==> src/sv/xtae_pkg.sv <==
package xtae_pkg;

	localparam int MODE_W = 2;
	localparam int IDX_W  = 3;

	localparam logic [MODE_W-1:0] MODE_TEXT  = 2'd0;
	localparam logic [MODE_W-1:0] MODE_QUOT  = 2'd1;
	localparam logic [MODE_W-1:0] MODE_APOS  = 2'd2;
	localparam logic [MODE_W-1:0] MODE_TEXT3 = 2'd3;

	localparam logic [7:0] CHR_LT   = 8'h3C;
	localparam logic [7:0] CHR_GT   = 8'h3E;
	localparam logic [7:0] CHR_AMP  = 8'h26;
	localparam logic [7:0] CHR_QUOT = 8'h22;
	localparam logic [7:0] CHR_APOS = 8'h27;
	localparam logic [7:0] CHR_RBR  = 8'h5D;

	// entity texts, left aligned in six bytes
	localparam logic [47:0] ENT_LT   = {"&lt;", 16'h0000};
	localparam logic [47:0] ENT_GT   = {"&gt;", 16'h0000};
	localparam logic [47:0] ENT_AMP  = {"&amp;", 8'h00};
	localparam logic [47:0] ENT_QUOT = "&quot;";
	localparam logic [47:0] ENT_APOS = "&apos;";

	// what an item turns into on the output
	typedef enum logic [2:0] {
		CODE_PASS,
		CODE_LT,
		CODE_AMP,
		CODE_GT,
		CODE_QUOT,
		CODE_APOS,
		CODE_ERR
	} code_t;

	function automatic logic [IDX_W-1:0] code_len(input code_t code);
		logic [IDX_W-1:0] len;
		case (code)
			CODE_LT:   len = 3'd4;
			CODE_GT:   len = 3'd4;
			CODE_AMP:  len = 3'd5;
			CODE_QUOT: len = 3'd6;
			CODE_APOS: len = 3'd6;
			default:   len = 3'd1;
		endcase
		return len;
	endfunction

	function automatic logic [7:0] ent_char(input code_t code, input logic [IDX_W-1:0] idx);
		logic [47:0] txt;
		logic [IDX_W-1:0] pos;
		case (code)
			CODE_LT:   txt = ENT_LT;
			CODE_GT:   txt = ENT_GT;
			CODE_AMP:  txt = ENT_AMP;
			CODE_QUOT: txt = ENT_QUOT;
			CODE_APOS: txt = ENT_APOS;
			default:   txt = '0;
		endcase
		pos = 3'd5 - idx;
		return txt[8*pos +: 8];
	endfunction

endpackage

==> src/sv/xml_text_attribute_escaper_core.sv <==
// escapes a utf-8 byte stream for xml: '<' and '&' always become entity
// references, '>' after two raw ']' bytes becomes &gt; in text mode, and the
// selected quote mark becomes &quot; or &apos; in attribute mode; all other
// bytes pass unchanged. a byte that passes through or fails the utf-8 check
// gives one item, so plain text streams at one item per clock unless out_stall
// holds it; an escaped byte gives as many items as its entity is long (4 to 6),
// which is the one output register being the only write port for results,
// and the input stalls meanwhile. a byte goes through the input stage, then
// the output register. once malformed or truncated utf-8 is seen, that byte and
// the rest of the string each give one item with has_data low and utf8_error
// high. all string state clears after the item marked end_of_string.
// escape_mode must only be written while the block is idle.
module xml_text_attribute_escaper_core (
	input  logic                        clk,
	input  logic                        arst_n,
	// configuration write
	input  logic                        cfg_valid,
	output logic                        cfg_ready,
	input  logic [xtae_pkg::MODE_W-1:0] cfg_data,
	// raw byte input
	input  logic                        in_valid,
	output logic                        in_stall,
	input  logic [7:0]                  in_byte,
	input  logic                        end_of_string,
	// escaped byte output
	output logic                        out_valid,
	input  logic                        out_stall,
	output logic [7:0]                  out_byte,
	output logic                        has_data,
	output logic                        run_last,
	output logic                        string_end,
	output logic                        utf8_error
);
	import xtae_pkg::*;

	logic [MODE_W-1:0] mode_q;

	// input stage
	logic              valid_s1;
	logic [7:0]        byte_s1;
	logic              eos_s1;
	code_t             code_s1;
	logic [IDX_W-1:0]  idx_q;

	// output register
	logic              out_valid_q;
	logic [7:0]        out_byte_q;
	logic              has_data_q;
	logic              run_last_q;
	logic              string_end_q;
	logic              utf8_error_q;

	code_t             code_in;
	logic              in_accept;
	logic              out_load;
	logic              s1_last;
	logic              s1_done;
	logic [7:0]        char_s1;

	assign cfg_ready = 1'b1;

	always_ff @(posedge clk or negedge arst_n) begin
		if (!arst_n) begin
			mode_q <= MODE_TEXT;
		end else if (cfg_valid && cfg_ready) begin
			mode_q <= cfg_data;
		end
	end

	// utf-8 check and escape decision, made as the item is taken
	xtae_classify u_classify (
		.clk           (clk),
		.arst_n        (arst_n),
		.accept        (in_accept),
		.in_byte       (in_byte),
		.end_of_string (end_of_string),
		.escape_mode   (mode_q),
		.code          (code_in)
	);

	// the output register takes a new byte whenever it is empty or draining
	assign out_load  = valid_s1 && (!out_valid_q || !out_stall);
	assign s1_last   = (idx_q == code_len(code_s1) - 3'd1);
	assign s1_done   = out_load && s1_last;
	assign in_stall  = valid_s1 && !s1_done;
	assign in_accept = in_valid && !in_stall;

	always_comb begin
		case (code_s1)
			CODE_PASS: char_s1 = byte_s1;
			CODE_ERR:  char_s1 = 8'h00;
			default:   char_s1 = ent_char(code_s1, idx_q);
		endcase
	end

	always_ff @(posedge clk or negedge arst_n) begin
		if (!arst_n) begin
			valid_s1 <= 1'b0;
			idx_q    <= '0;
		end else begin
			if (in_accept) valid_s1 <= 1'b1;
			else if (s1_done) valid_s1 <= 1'b0;
			// walk through the entity text one byte per output item
			if (out_load) idx_q <= s1_last ? '0 : idx_q + 3'd1;
		end
	end

	always_ff @(posedge clk) begin
		if (in_accept) begin
			byte_s1 <= in_byte;
			eos_s1  <= end_of_string;
			code_s1 <= code_in;
		end
	end

	always_ff @(posedge clk or negedge arst_n) begin
		if (!arst_n) begin
			out_valid_q <= 1'b0;
		end else if (out_load) begin
			out_valid_q <= 1'b1;
		end else if (!out_stall) begin
			out_valid_q <= 1'b0;
		end
	end

	always_ff @(posedge clk) begin
		if (out_load) begin
			out_byte_q   <= char_s1;
			has_data_q   <= (code_s1 != CODE_ERR);
			run_last_q   <= s1_last;
			string_end_q <= s1_last && eos_s1;
			utf8_error_q <= (code_s1 == CODE_ERR);
		end
	end

	assign out_valid  = out_valid_q;
	assign out_byte   = out_byte_q;
	assign has_data   = has_data_q;
	assign run_last   = run_last_q;
	assign string_end = string_end_q;
	assign utf8_error = utf8_error_q;

	// an error item is a single empty item
	a_err_item: assert property (@(posedge clk) disable iff (!arst_n)
		out_valid && utf8_error |-> run_last && !has_data && out_byte == 8'h00)
		else $error("error item carries data");

	// end of string only on the final item of a byte
	a_end_last: assert property (@(posedge clk) disable iff (!arst_n)
		out_valid && string_end |-> run_last)
		else $error("string_end without run_last");

	// an entity in progress keeps its input item and blocks the input until its last byte
	a_mid_entity: assert property (@(posedge clk) disable iff (!arst_n)
		idx_q != '0 |-> valid_s1 && (in_stall || s1_last))
		else $error("entity index moved without an item");

	// a loaded item that is not the last of its byte leaves the stage held
	a_hold_s1: assert property (@(posedge clk) disable iff (!arst_n)
		out_load && !s1_last |=> valid_s1 && $stable(byte_s1))
		else $error("input stage lost an item mid entity");

endmodule

==> src/sv/xtae_classify.sv <==
module xtae_classify (
	input  logic                           clk,
	input  logic                           arst_n,
	input  logic                           accept,
	input  logic [7:0]                     in_byte,
	input  logic                           end_of_string,
	input  logic [xtae_pkg::MODE_W-1:0]    escape_mode,
	output xtae_pkg::code_t                code
);
	import xtae_pkg::*;

	// utf-8 check state and ]] tracking
	logic [1:0]  cont_q;
	logic [14:0] part_q;
	logic [1:0]  brun_q;
	logic        err_q;

	logic [1:0]  cont_d;
	logic [14:0] part_d;
	logic [1:0]  brun_d;
	logic        bad;
	logic [14:0] np;
	logic        text;

	always_comb begin
		np     = {part_q[8:0], in_byte[5:0]};
		cont_d = cont_q;
		part_d = part_q;
		bad    = 1'b0;
		if (cont_q == 2'd0) begin
			if (in_byte < 8'h80) begin
				part_d = {7'd0, in_byte};
			end else if (in_byte >= 8'hC2 && in_byte <= 8'hDF) begin
				cont_d = 2'd1;
				part_d = {10'd0, in_byte[4:0]};
			end else if (in_byte >= 8'hE0 && in_byte <= 8'hEF) begin
				cont_d = 2'd2;
				part_d = {11'd0, in_byte[3:0]};
			end else if (in_byte >= 8'hF0 && in_byte <= 8'hF4) begin
				cont_d = 2'd3;
				part_d = {12'd0, in_byte[2:0]};
			end else begin
				bad = 1'b1;
			end
		end else if (in_byte[7:6] != 2'b10) begin
			bad = 1'b1;
		end else begin
			// overlong, surrogate and out-of-range checks on the first continuation
			if (cont_q == 2'd3) begin
				if (np < 15'h10 || np > 15'h10F) bad = 1'b1;
			end else if (cont_q == 2'd2 && part_q < 15'h10) begin
				if (np < 15'h20 || (np >= 15'h360 && np <= 15'h37F)) bad = 1'b1;
			end
			part_d = np;
			cont_d = cont_q - 2'd1;
		end
		// truncated character at end of string
		if (!bad && end_of_string && cont_d != 2'd0) bad = 1'b1;
	end

	always_comb begin
		text = (escape_mode == MODE_TEXT) || (escape_mode == MODE_TEXT3);
		if (err_q || bad)                                    code = CODE_ERR;
		else if (in_byte == CHR_LT)                          code = CODE_LT;
		else if (in_byte == CHR_AMP)                         code = CODE_AMP;
		else if (in_byte == CHR_GT && text && brun_q == 2'd2) code = CODE_GT;
		else if (in_byte == CHR_QUOT && escape_mode == MODE_QUOT) code = CODE_QUOT;
		else if (in_byte == CHR_APOS && escape_mode == MODE_APOS) code = CODE_APOS;
		else                                                 code = CODE_PASS;
	end

	always_comb begin
		if (in_byte != CHR_RBR) brun_d = 2'd0;
		else if (brun_q == 2'd2) brun_d = 2'd2;
		else brun_d = brun_q + 2'd1;
	end

	always_ff @(posedge clk or negedge arst_n) begin
		if (!arst_n) begin
			cont_q <= '0;
			part_q <= '0;
			brun_q <= '0;
			err_q  <= 1'b0;
		end else if (accept) begin
			if (end_of_string) begin
				cont_q <= '0;
				part_q <= '0;
				brun_q <= '0;
				err_q  <= 1'b0;
			end else if (!err_q) begin
				if (bad) begin
					err_q <= 1'b1;
				end else begin
					cont_q <= cont_d;
					part_q <= part_d;
					brun_q <= brun_d;
				end
			end
		end
	end

endmodule

==> config.mk <==
export PLATFORM = sky130hd
export DESIGN_NAME = xml_text_attribute_escaper_core
export DESIGN_NICKNAME = d
export VERILOG_FILES = /design/src/sv/xtae_pkg.sv /design/src/sv/xml_text_attribute_escaper_core.sv /design/src/sv/xtae_classify.sv
export SDC_FILE = /design/constraint.sdc
export NUM_CORES = 1
export LEC_CHECK = 0
export ABC_AREA = 1
export BUFFER_PORTS_ARGS = -buffer_cell sky130_fd_sc_hd__buf_4
export CAP_MARGIN = 5
export CORE_ASPECT_RATIO = 1.4
export CORE_MARGIN = 5
export CORE_UTILIZATION = 45
export CTS_CLUSTER_SIZE = 28
export DETAILED_ROUTE_END_ITERATION = 16
export MAX_ROUTING_LAYER = met4
export SYNTH_ARGS = -nofsm -noshare
export SYNTH_HDL_FRONTEND = slang
export SYNTH_SLANG_ARGS = --single-unit
==> constraint.sdc <==
create_clock -name clk -period 5.2 [get_ports clk]
set_clock_uncertainty 0.2 [all_clocks]
set_input_delay 0.78 -clock clk [delete_from_list [all_inputs] [get_ports clk]]
set_output_delay 0.78 -clock clk [all_outputs]
set_load 0.01 [all_outputs]
* Word level (Yosys, flattened, before mapping)
Cells that the tools add are included.
Widths: inputs -> output; s select.
** Word-level totals
- Input bits :: 16
- Output and inout port bits :: 15
- Bits in registers :: 51
- Memory bits (writable) :: 0
- ROM bits :: 0
- Logic and storage cells :: 148
- Bits in latches :: 0
- Memories :: 0
** Operators by class
- Add/sub/neg operators :: 5
- Div/mod/pow operators :: 0
- Bitwise gates (word level) :: 0
- Multipliers :: 0
- Reduce and logical (&&, ||, !) cells :: 36
- Equal/unequal tests :: 26
- Muxes and demuxes :: 51
- Shift operators :: 1
- Magnitude comparators :: 13
** Operators by type and width (number)
- $pmux 46 s5 :: 1
- $mux 15 :: 9
- $mux 48 :: 1
- $shiftx 48x7->8 :: 1
- $eq 8x6->1 const B :: 5
- $lt 15x5->1 const B :: 2
- $mux 2 :: 14
- $ge 8x8->1 const B :: 3
- $le 8x8->1 const B :: 3
- $mux 1 :: 18
- $mux 3 :: 6
- $logic_and 1x1->1 :: 16
- $pmux 8 s2 :: 1
- $ge 15x10->1 const B :: 1
- $gt 15x9->1 const B :: 1
- $le 15x10->1 const B :: 1
- $lt 15x6->1 const B :: 1
- $eq 2x2->1 const B :: 5
- $eq 3x3->1 const B :: 3
- $pmux 3 s3 :: 1
- $lt 8x8->1 const B :: 1
- $ne 8x7->1 const B :: 1
- $eq 3x2->1 const B :: 2
- $ne 2x2->1 const B :: 3
- 20 further kinds :: 32

* Depth between registers and ports, before layout
Gate-level depths: netlist of run 1.
- Depth in word-level cells :: 15
- Mapped depth :: 15
- Depth with buffers taken out :: 14

* Hierarchy
A second synthesis of run 1 with hierarchy kept.
** Second synthesis, totals
- Cell total of the unflattened synthesis :: 373
- Area total of the unflattened synthesis :: 3002.9 um2
** By module, submodules not included
- xtae_classify :: times used 1, area each 1534.0 um2, cells an instance 229
- xml_text_attribute_escaper_core :: times used 1, area each 1468.9 um2, cells an instance 144

* Worst setup path after synthesis of run 1
Ideal clock, no wire load.
- Path type :: in2out
- Start :: input port out_stall
- End :: output port in_stall
- Arrival time :: 1566 ps
- Stages on the path :: 6
- Buffers on the path :: 0
- Data required time :: 4220 ps
- Path slack :: 2654 ps
- Cells stage by stage :: nand2_1 nand2_1 inv_1 nand3_2 nand2_2 inv_1
** Between the ends
- Cells in the longest elaborated chain, start to end :: 6
** Ends and longest elaborated chain
- start, declared :: line xml_text_attribute_escaper_core.sv:27 : input logic out_stall,
- $logic_not 1->1
- $logic_or 1x1->1 :: line xml_text_attribute_escaper_core.sv:82 : assign out_load = valid_s1 && (!out_valid_q || !out_stall);
- $logic_and 1x1->1 :: line xml_text_attribute_escaper_core.sv:82
- via out_load :: line xml_text_attribute_escaper_core.sv:55 : logic out_load;
- $logic_and 1x1->1 :: line xml_text_attribute_escaper_core.sv:84 : assign s1_done = out_load && s1_last;
- $logic_not 1->1 :: line xml_text_attribute_escaper_core.sv:85 : assign in_stall = valid_s1 && !s1_done;
- $logic_and 1x1->1 :: line xml_text_attribute_escaper_core.sv:85
- end, declared :: line xml_text_attribute_escaper_core.sv:22 : output logic in_stall,
The timed path passes the listed nets, and every way through them passes these cells.

* Worst setup path after layout of run 1
- Start :: register code_s1[2]
- End :: output port in_stall
** Between the ends
- Cells in the longest elaborated chain, start to end :: 8
- Elaborated cells on any way between the ends :: 13
** Ends and longest elaborated chain
- start, declared :: line xml_text_attribute_escaper_core.sv:42 : code_t code_s1;
- start signal, assigned :: line xml_text_attribute_escaper_core.sv:112 : code_s1 <= code_in;
- $eq 3x3->1, or another cell as far along :: line xtae_pkg.sv:38 : case (code)
- $reduce_or 2->1 (no source line)
- $pmux 3 s3 * :: line xtae_pkg.sv:38
- $sub 3x1->3 * :: line xml_text_attribute_escaper_core.sv:83 : assign s1_last = (idx_q == code_len(code_s1) - 3'd1);
- $eq 3x3->1 * :: line xml_text_attribute_escaper_core.sv:83
- $logic_and 1x1->1 * :: line xml_text_attribute_escaper_core.sv:84
- $logic_not 1->1 * :: line xml_text_attribute_escaper_core.sv:85
- $logic_and 1x1->1 * :: line xml_text_attribute_escaper_core.sv:85
Every way passes the cells marked *; elsewhere a longest branch is shown, timed or not.

==> metrics, run 1 <==
fmax roughly 0.32 GHz; Post-route DRC 0; Worst Hold Class in2async; TritonRoute pass-1 iters 4; worst r2r dst u_classify.part_q[6]$_DFFE_PN0P_; vias per inst 5.15; Max VDD drop ~0.26 mV; Netlist cell types 34; post-DP HPWL 5000 µm; largest net degree at the start of global routing 33; number of synthesized register bits slightly above 50; Worst Path Arrival 2110 ps; YS warnings 0; Yosys top cell area share 0.243; CTS tree yes; clock latency on the worst-skew pair roughly 300 ps; vias in the first global route roughly 2,500; Hold Buf Count CTS 0; synth top area cells edfxtp_1, dfrtp_1, nand2_1, nand3_1, nor2_1; Num Clock Sinks 51; worst reg-to-reg path cell count 12; internal reg-to-reg setup slack about 2500 ps; Critical path origin code_s1[2]$_SDFFCE_PP1P_; XOR/XNOR share of the synthesized area 0.0114; IO buf count 29; Post-CTS Setup Inserts 0; Longest Clk Path Bufs 2; RSZ-0062 raised after global routing false; Die Height approximately 110 µm; crit-path cells inv_2 -> nand2_2 -> nand2_1 -> ha_1 -> nor3_2 -> nand3_2 -> nand2_2 -> inv_1 -> buf_4; I/O pins 31; Root Driver clkbuf_8; gpl congestion roughly 0.9; max-slew violation count 0; synthesized net count 405; EDFF count, synth 24; Crit. End Element primary output; mux contribution to synthesized area 0; Sw Ratio 0.429; Final Hold Violating Endpoints 0; die width roughly 80 µm; Net Sw Power around 730 µW; share of post-route cells with drive strength above 1 0.130; final instance area 3320 µm²; ANT cells 0; vias approximately 2,500; post-route antenna net violation count 0; clock power share 0.147; CP required 4220 ps; Worst path max stage delay 460 ps; Detailed Route WL ~6500 µm; Final nets ~430; Avg Inst Size Synth about 7.8 µm²; CP endpoint in_stall; PwrDens roughly 510 nW/µm²; row count 35; endpoints failing setup 0; Placement Cell Area between 3000 and 4000 µm²; largest area contributor in the netlist edfxtp_1; Tcrit/Tclk final 0.594; initial DRC count 49; total gr overflow 0; Pleak 0.00164 µW; Reg clk slew, reported paths 100 ps; WS Path Type reg2out; synthesized-area fraction occupied by adder cells 0.0380; Area Overhead vs Synth 12.0%; Sum Neg Setup Slack 0 ps; Synth Flop Type dfrtp_1; core area 6480 µm²; first-pass GRT wire length ~11,000 µm; cts bufs inserted 5; simple-gate portion of the synthesized area 0.335; Crit-path slowest cell edfxtp_1; max cap viols 0; reg2reg start code_s1[2]$_SDFFCE_PP1P_; Int Power 964 µW; combinational share of power 0.451; minimum clock period 3090 ps; ys async rst share 0.529; Worst Tran Pin Value 611 ps; GRT Total Usage 0.171; largest family of logic cells by synthesized area simple AND/OR/NAND/NOR gates; Flop pwr share 0.401; initial antenna violation count 0; post-synthesis compound-gate area fraction 0.0608; die area ~8300 µm²; Setup crit start kind flop; Mapped Cells 380; status completed; post-CTS resize count 0; Initial Util 0.457; Max FO, Critical Path 14; crit-path most repeated cell nand2_2; count leader, synth nand2_1; DR WL/cell ~13 µm; leading cell types by count after synthesis nand2_1, nor2_1, nand3_1, inv_1, dfrtp_1; Seq/Total Area, Yosys 0.471; H-tree depth 2; synthesized cell area between 2000 and 3000 µm²; slew margin rel. 0.592
## per-layer routing
layer,vias to the layer above,global-route usage,wire length [µm]
met2,49,0.305,3430
met1,1120,0.176,2580
met5,-,-,0
li1,1286,-,-
met3,25,0.0220,190
met4,0,0.104,284
## layout by cell type, fill, tap and decap left out, types with 2 or more instances in the layout
master / Yosys / layout
a21oi_1: 5 / 5
buf_4: 3 / 29
clkbuf_8: 0 / 6
dfrtp_1: 27 / 27
edfxtp_1: 24 / 24
ha_1: 9 / 9
inv_1: 44 / 44
inv_2: 4 / 4
nand2_1: 100 / 100
nand2_2: 5 / 5
nand2_4: 2 / 2
nand3_1: 46 / 46
nand3_2: 2 / 2
nand4_1: 7 / 7
nor2_1: 57 / 57
nor3_1: 8 / 8
o2111ai_1: 3 / 3
o21ai_0: 13 / 13
xor2_1: 2 / 2
## stage by stage
step / setup WS (ps) / hold slack, ps / util / power, µW / std cells
floorplan: 2650 / 242 / - / 1230 / 380
finish: 2110 / 171 / 0.512 / 1690 / 482
detailed placement: 2260 / 259 / 0.496 / 1460 / 474
global placement: 2300 / 256 / 0.496 / 1460 / 474
CTS: 2080 / 181 / 0.512 / 1710 / 482
global route: 1900 / 189 / 0.512 / 1830 / 482
## critical path: cells and delay by family (launching register included)
| kind | cells | cell delay (ps) |
|---|---|---|
| flops | 1 | 460 |
| fa+ha+maj | 1 | 240 |
| buf+inv | 3 | 390 |
| simple gates | 5 | 710 |
## state kept, by name (all words and copies together), names as in the netlist, 2 cells and up
| name | flops |
|---|---|
| u_classify.part_q | 15 |
| u_classify.cont_q | 2 |
| u_classify.brun_q | 2 |
| code_s1 | 3 |
| idx_q | 3 |
| mode_q | 2 |
| byte_s1 | 8 |
| out_byte | 8 |
## power groups by stage
stage	logic [µW]	clock network (µW)	registers [µW]
global placement	771	0	689
CTS	771	257	678
global route	863	273	695
detailed placement	770	0	686
finish	763	249	678
floorplan	536	0	691
## layout make-up
class / count / area [µm²]
Timing Repair Buffer: 29 / 218
Tap cell: 74 / 92.6
Sequential cell: 51 / 1400
Multi-Input combinational cell: 271 / 1320
Clock inverter: 2 / 16.3
Inverter: 49 / 186
Fill cell: 664 / 3170
Clock buffer: 6 / 82.6
## kinds of logic (layout without fill, tap and decap cells)
family          Yosys count  count (layout)
simple gates            229             229
compound gates           29              29
flops                    51              51
other cells               1               1
xor+xnor                  3               3
buf+inv                  58              86
fa+ha+maj                 9               9
## worst min-delay path by stage
| stage | slack [ps] | from | to |
|---|---|---|---|
| finish | 170 | arst_n | out_valid$_DFFE_PN0P_ |
| global route | 190 | arst_n | out_valid$_DFFE_PN0P_ |
| CTS | 180 | arst_n | out_valid$_DFFE_PN0P_ |
| detailed placement | 260 | u_classify.part_q[11]$_DFFE_PN0P_ | u_classify.part_q[11]$_DFFE_PN0P_ |
| global placement | 260 | u_classify.part_q[14]$_DFFE_PN0P_ | u_classify.part_q[14]$_DFFE_PN0P_ |
| floorplan | 240 | u_classify.brun_q[0]$_DFFE_PN0P_ | u_classify.brun_q[0]$_DFFE_PN0P_ |
Note: power is estimated with default switching activity, not from simulation.
==> inputs of run 2 (changes only) <==
==> constraint.sdc (replaced) <==
create_clock -name clk -period 3.2 [get_ports clk]
set_clock_uncertainty 0.2 [all_clocks]
set_input_delay 0.48 -clock clk [delete_from_list [all_inputs] [get_ports clk]]
set_output_delay 0.48 -clock clk [all_outputs]
set_load 0.01 [all_outputs]
==> run 2 against run 1 <==
Effect of this change: critical endpoint unchanged; clock-buffer cell count is 1 lower; die area unchanged; sequential cell count unchanged; highest routed layer unchanged; first-iteration DRC count rose by 61%.
==> metrics, run 2 (synthesis results as in run 1) <==
status completed; worst reg-to-reg path cell count 12 (unchanged); largest net degree at the start of global routing 33 (unchanged); CTS tree yes; DR WL met2 3710 µm (+8.3%); initial DRC count 79 (+61%); crit-path most repeated cell nand2_2; endpoints failing setup 0 (unchanged); most common cell after layout, fill and taps aside nand2_1; Root Driver clkbuf_8; Pleak 0.00165 µW (+0.72%); Worst Tran Pin Value 559 ps (-51.5 ps); Largest Register u_classify.part_q; slew margin rel. 0.626 (+0.0334); Reg clk slew, reported paths 100 ps (about the same); Initial Util 0.457 (unchanged); Crit-path slowest cell edfxtp_1; Hold Path Cell Cnt 1; Hold Buf Count CTS 1 (+1); max-slew violation count 0 (unchanged); Max VDD drop 0.366 mV (+42%); row count 35 (unchanged); Metal-1 WL 2500 µm (-3.1%); post-DP HPWL 5190 µm (+3.9%); cts bufs inserted 5 (unchanged); Placement Cell Area 3220 µm² (+0.23%); initial antenna violation count 0 (unchanged); RSZ-0062 raised after global routing false; CP required 2520 ps (-1700 ps); crit-path cells inv_2 -> nand2_2 -> nand2_1 -> ha_1 -> nor3_2 -> nand3_2 -> nand2_2 -> inv_1 -> buf_4; Tcrit/Tclk final 0.866; PwrDens 825 nW/µm² (+62%); gpl congestion 0.909 (-0.25%); Post-route DRC 0 (unchanged); die width 78.6 µm (unchanged); share of post-route cells with drive strength above 1 0.132 (+0.00181); Detailed Route WL 6650 µm (+2.7%); total gr overflow 0 (unchanged); worst setup margin 429 ps (-1680 ps); max cap viols 0 (unchanged); vias 2,517 (+1.5%); Worst path max stage delay 460 ps (about the same); ANT cells 0 (unchanged); Worst Hold Class in2reg; Num Clock Sinks 51 (unchanged); DR WL/cell 13.7 µm (+2.2%); core area 6480 µm² (unchanged); Longest Clk Path Bufs 2 (unchanged); Worst Path Arrival 2090 ps (-20 ps); most frequent cells in the layout nand2_1, nor2_1, nand3_1; Max FO, Critical Path 14 (unchanged); post-CTS resize count 0 (unchanged); Post-CTS Setup Inserts 0 (unchanged); highest metal used met4; Sum Neg Setup Slack 0 ps (unchanged); Setup crit start kind flop; Final Power 2750 µW (+63%); Place WS 565 ps (-1700 ps); clock latency on the worst-skew pair 310 ps (about the same); vias per inst 5.20 (+1.1%); H-tree depth 2 (unchanged); WP buf/inv 3 (unchanged); final instance area 3330 µm² (+0.49%); minimum clock period 2770 ps; vias in the first global route 2,445 (-2.7%); Top Family by Delay on Critical Path simple AND/OR/NAND/NOR gates; IO buf count 29 (unchanged); Final Hold Violating Endpoints 0 (unchanged); Die Height 106 µm (unchanged); GRT Total Usage 0.176 (+0.00458); TritonRoute pass-1 iters 4 (unchanged); WS Path Type reg2out; die area 8330 µm² (unchanged); post-route antenna net violation count 0 (unchanged); first-pass GRT wire length 11,300 µm (+1.8%); Crit. End Element primary output; routed wl met3 249 µm (+31%); fmax between 0.3 and 0.4 GHz; Critical Path Stages 9 (unchanged); I/O pins 31 (unchanged); Final nets 434 (+0.46%); Area Overhead vs Synth 12.5%; max FFs per register 15 (unchanged)
## run 2: worst paths after layout
| path | from | to | slack [ps] |
|---|---|---|---|
| hold reg to reg | u_classify.part_q[10]$_DFFE_PN0P_ | u_classify.part_q[10]$_DFFE_PN0P_ | 290 |
| max in group asynchronous | arst_n | mode_q[1]$_DFFE_PN0P_ | 2120 |
| setup reg to reg | code_s1[2]$_SDFFCE_PP1P_ | u_classify.part_q[5]$_DFFE_PN0P_ | 600 |
| setup / recovery | code_s1[2]$_SDFFCE_PP1P_ | in_stall | 430 |
| hold / removal | in_byte[2] | byte_s1[2]$_DFFE_PP_ | 180 |
| min in group asynchronous | arst_n | idx_q[0]$_DFFE_PN0P_ | 420 |
## run 2: per-layer routing
metal | up-vias | GRT usage
met3 | 14 | 0.0229
met4 | 0 | 0.0713
met2 | 56 | 0.330
li1 | 1293 | -
met1 | 1154 | 0.180
met5 | - | -
## run 2: layout make-up
cell class / count / area [µm²]
clock buffer: 5 / 68.8
clock inverter: 3 / 28.8
fill: 681 / 3150
inverter: 49 / 186
multi-input combinational: 271 / 1320
sequential: 51 / 1400
tap: 74 / 92.6
timing repair buffer: 31 / 235
## run 2: per-stage QoR
step,cells,hold WS (ps),util
after global routing,484,164,0.514
after CTS,484,165,0.514
final,484,179,0.514
after global placement,475,218,0.497
after detailed placement,475,225,0.497
after floorplan,380,-15.6,-
## run 2: power breakdown
group          internal, µW  switching (µW)
clock network           162             233
logic                   442             806
registers               956             149
total                  1560            1190
==> inputs of run 3 (changes only) <==
==> constraint.sdc (replaced) <==
create_clock -name clk -period 2.78 [get_ports clk]
set_clock_uncertainty 0.2 [all_clocks]
set_input_delay 0.417 -clock clk [delete_from_list [all_inputs] [get_ports clk]]
set_output_delay 0.417 -clock clk [all_outputs]
set_load 0.01 [all_outputs]
==> run 3 against run 2 <==
Effect of this change: sequential share of layout area decreased by 0.83 points; clock power increased by 31%; clock-buffer cell count unchanged; highest routed layer unchanged; largest power group unchanged; die area unchanged; critical endpoint unchanged; sequential power increased by 14%; register-to-register slack got worse by 250 ps; final area increased by 2.0%; sequential cell count unchanged.
==> metrics, run 3 (synthesis results as in run 1) <==
endpoints failing setup 0 (unchanged); worst reg-to-reg path cell count 12 (unchanged); Worst Tran Pin Value 501 ps (-58.4 ps); Tcrit/Tclk final 0.929; clock latency on the worst-skew pair 300 ps (about the same); placed cell count 480 (+1.1%); Pleak 0.00169 µW (+2.6%); Crit. End Element primary output; Final nets 441 (+1.6%); most common cell after layout, fill and taps aside nand2_1; Finished Layout Cells 491 (+1.4%); Min-Delay Endpoint byte_s1[2]$_DFFE_PP_; critical hold path startpoint in_byte[2]; WS Path Type reg2out; Worst Path Arrival 1970 ps (-120 ps); Hold Path Cell Cnt 1 (unchanged); row count 35 (unchanged); first-pass GRT wire length 11,700 µm (+3.4%); worst r2r dst u_classify.part_q[8]$_DFFE_PN0P_; Worst Hold Class in2reg; Place WS 301 ps (-265 ps); GRT Total Usage 0.181 (+0.00531); Longest Clk Path Bufs 2 (unchanged); Final Power 3290 µW (+20%); slew margin rel. 0.663 (+0.0373); Die Height 106 µm (unchanged); max FFs per register 15 (unchanged); largest net degree at the start of global routing 28 (-15%); IO buf count 29 (unchanged); crit-path cells inv_1 -> nand2_2 -> nand2_1 -> ha_1 -> nor3_2 -> nand3_2 -> nand2_2 -> inv_1 -> buf_4; Root Driver clkbuf_8; Post-route DRC 0 (unchanged); Crit-path slowest cell edfxtp_1; TritonRoute pass-1 iters 4 (unchanged); Sum Neg Setup Slack 0 ps (unchanged); CTS tree yes; cts bufs inserted 5 (unchanged); H-tree depth 2 (unchanged); fmax just under 0.4 GHz; Detailed Route WL 6820 µm (+2.5%); Critical path origin code_s1[1]$_SDFFCE_PP1P_; post-CTS resize count 0 (unchanged); ANT cells 0 (unchanged); post-DP HPWL 5320 µm (+2.6%); Initial Util 0.457 (unchanged); minimum clock period 2580 ps; RSZ-0062 raised after global routing false; gpl congestion 0.897 (-1.4%); Area Overhead vs Synth 14.8%; Largest Register u_classify.part_q; initial antenna violation count 0 (unchanged); worst setup margin 196 ps (-233 ps); Setup crit start kind flop; most frequent cells in the layout nand2_1, nor2_1, nand3_1; Final Hold Violating Endpoints 0 (unchanged); vias 2,564 (+1.9%); Reg clk slew, reported paths 90 ps (about the same); initial DRC count 63 (-20%); share of post-route cells with drive strength above 1 0.146 (+0.0146); PwrDens 968 nW/µm² (+17%); Max FO, Critical Path 6 (-8); Num Clock Sinks 51 (unchanged); die area 8330 µm² (unchanged); hold_ws 121 ps (-57.6 ps); vias per inst 5.22 (+0.42%); I/O pins 31 (unchanged); core area 6480 µm² (unchanged); max-slew violation count 0 (unchanged); status completed; total gr overflow 0 (unchanged); Max VDD drop 0.417 mV (+14%); max cap viols 0 (unchanged); vias in the first global route 2,513 (+2.8%); post-route antenna net violation count 0 (unchanged); reg2reg start code_s1[1]$_SDFFCE_PP1P_; CP required 2160 ps (-360 ps); Worst path max stage delay 440 ps (-20 ps); internal reg-to-reg setup slack 350 ps (-250 ps); die width 78.6 µm (unchanged); DR WL/cell 13.9 µm (+1.0%)
## run 3: worst max-delay path by stage
| stage | depth (start not counted) | end |
|---|---|---|
| global route | 8 | in_stall |
| detailed placement | 12 | u_classify.brun_q[1]$_DFFE_PN0P_ |
| global placement | 12 | u_classify.part_q[12]$_DFFE_PN0P_ |
| finish | 9 | in_stall |
| floorplan | 10 | byte_s1[0]$_DFFE_PP_ |
| CTS | 9 | in_stall |
## run 3: repair_timing
action                                 in CTS  in global routing
setup buffers                               0                  2
endpoints found under the hold margin      27                  0
hold buffers                                1                  0
setup endpoints to repair                   0                  1
## run 3: layout make-up
cell class | instances | area, µm²
Inverter | 49 | 186
Multi-Input combinational cell | 271 | 1320
Clock buffer | 5 | 68.8
Tap cell | 74 | 92.6
Timing Repair Buffer | 38 | 288
Fill cell | 632 | 3080
Clock inverter | 3 | 43.8
Sequential cell | 51 | 1400
## run 3: per-stage QoR
stage,utilization,cell area (µm²)
2_1_floorplan,-,2960
3_3_place_gp,0.503,3260
3_5_place_dp,0.503,3260
4_1_cts,0.522,3380
5_1_grt,0.525,3400
6_report,0.525,3400
## run 3: where the power goes
part | leakage (µW) | switching [µW] | internal (µW) | total [µW]
Sequential | 0.000585 | 156 | 1100 | 1260
Combinational | 0.00105 | 965 | 553 | 1520
Clock | 0.0000581 | 249 | 268 | 518
Total | 0.00169 | 1370 | 1920 | 3290
## run 3: routing by layer
layer,global-route usage,vias up,part of all wire
met5,-,-,0
met4,0.0913,0,0.042
met3,0.0246,23,0.026
met2,0.317,52,0.53
met1,0.198,1185,0.40
li1,-,1304,-
## run 3: critical path: cells and delay by family (launching register included)
kind | cells | cell delay [ps]
AND/OR/NAND/NOR | 5 | 680
buffers and inverters | 3 | 290
flip-flops | 1 | 440
adder cells (fa/ha/maj) | 1 | 250
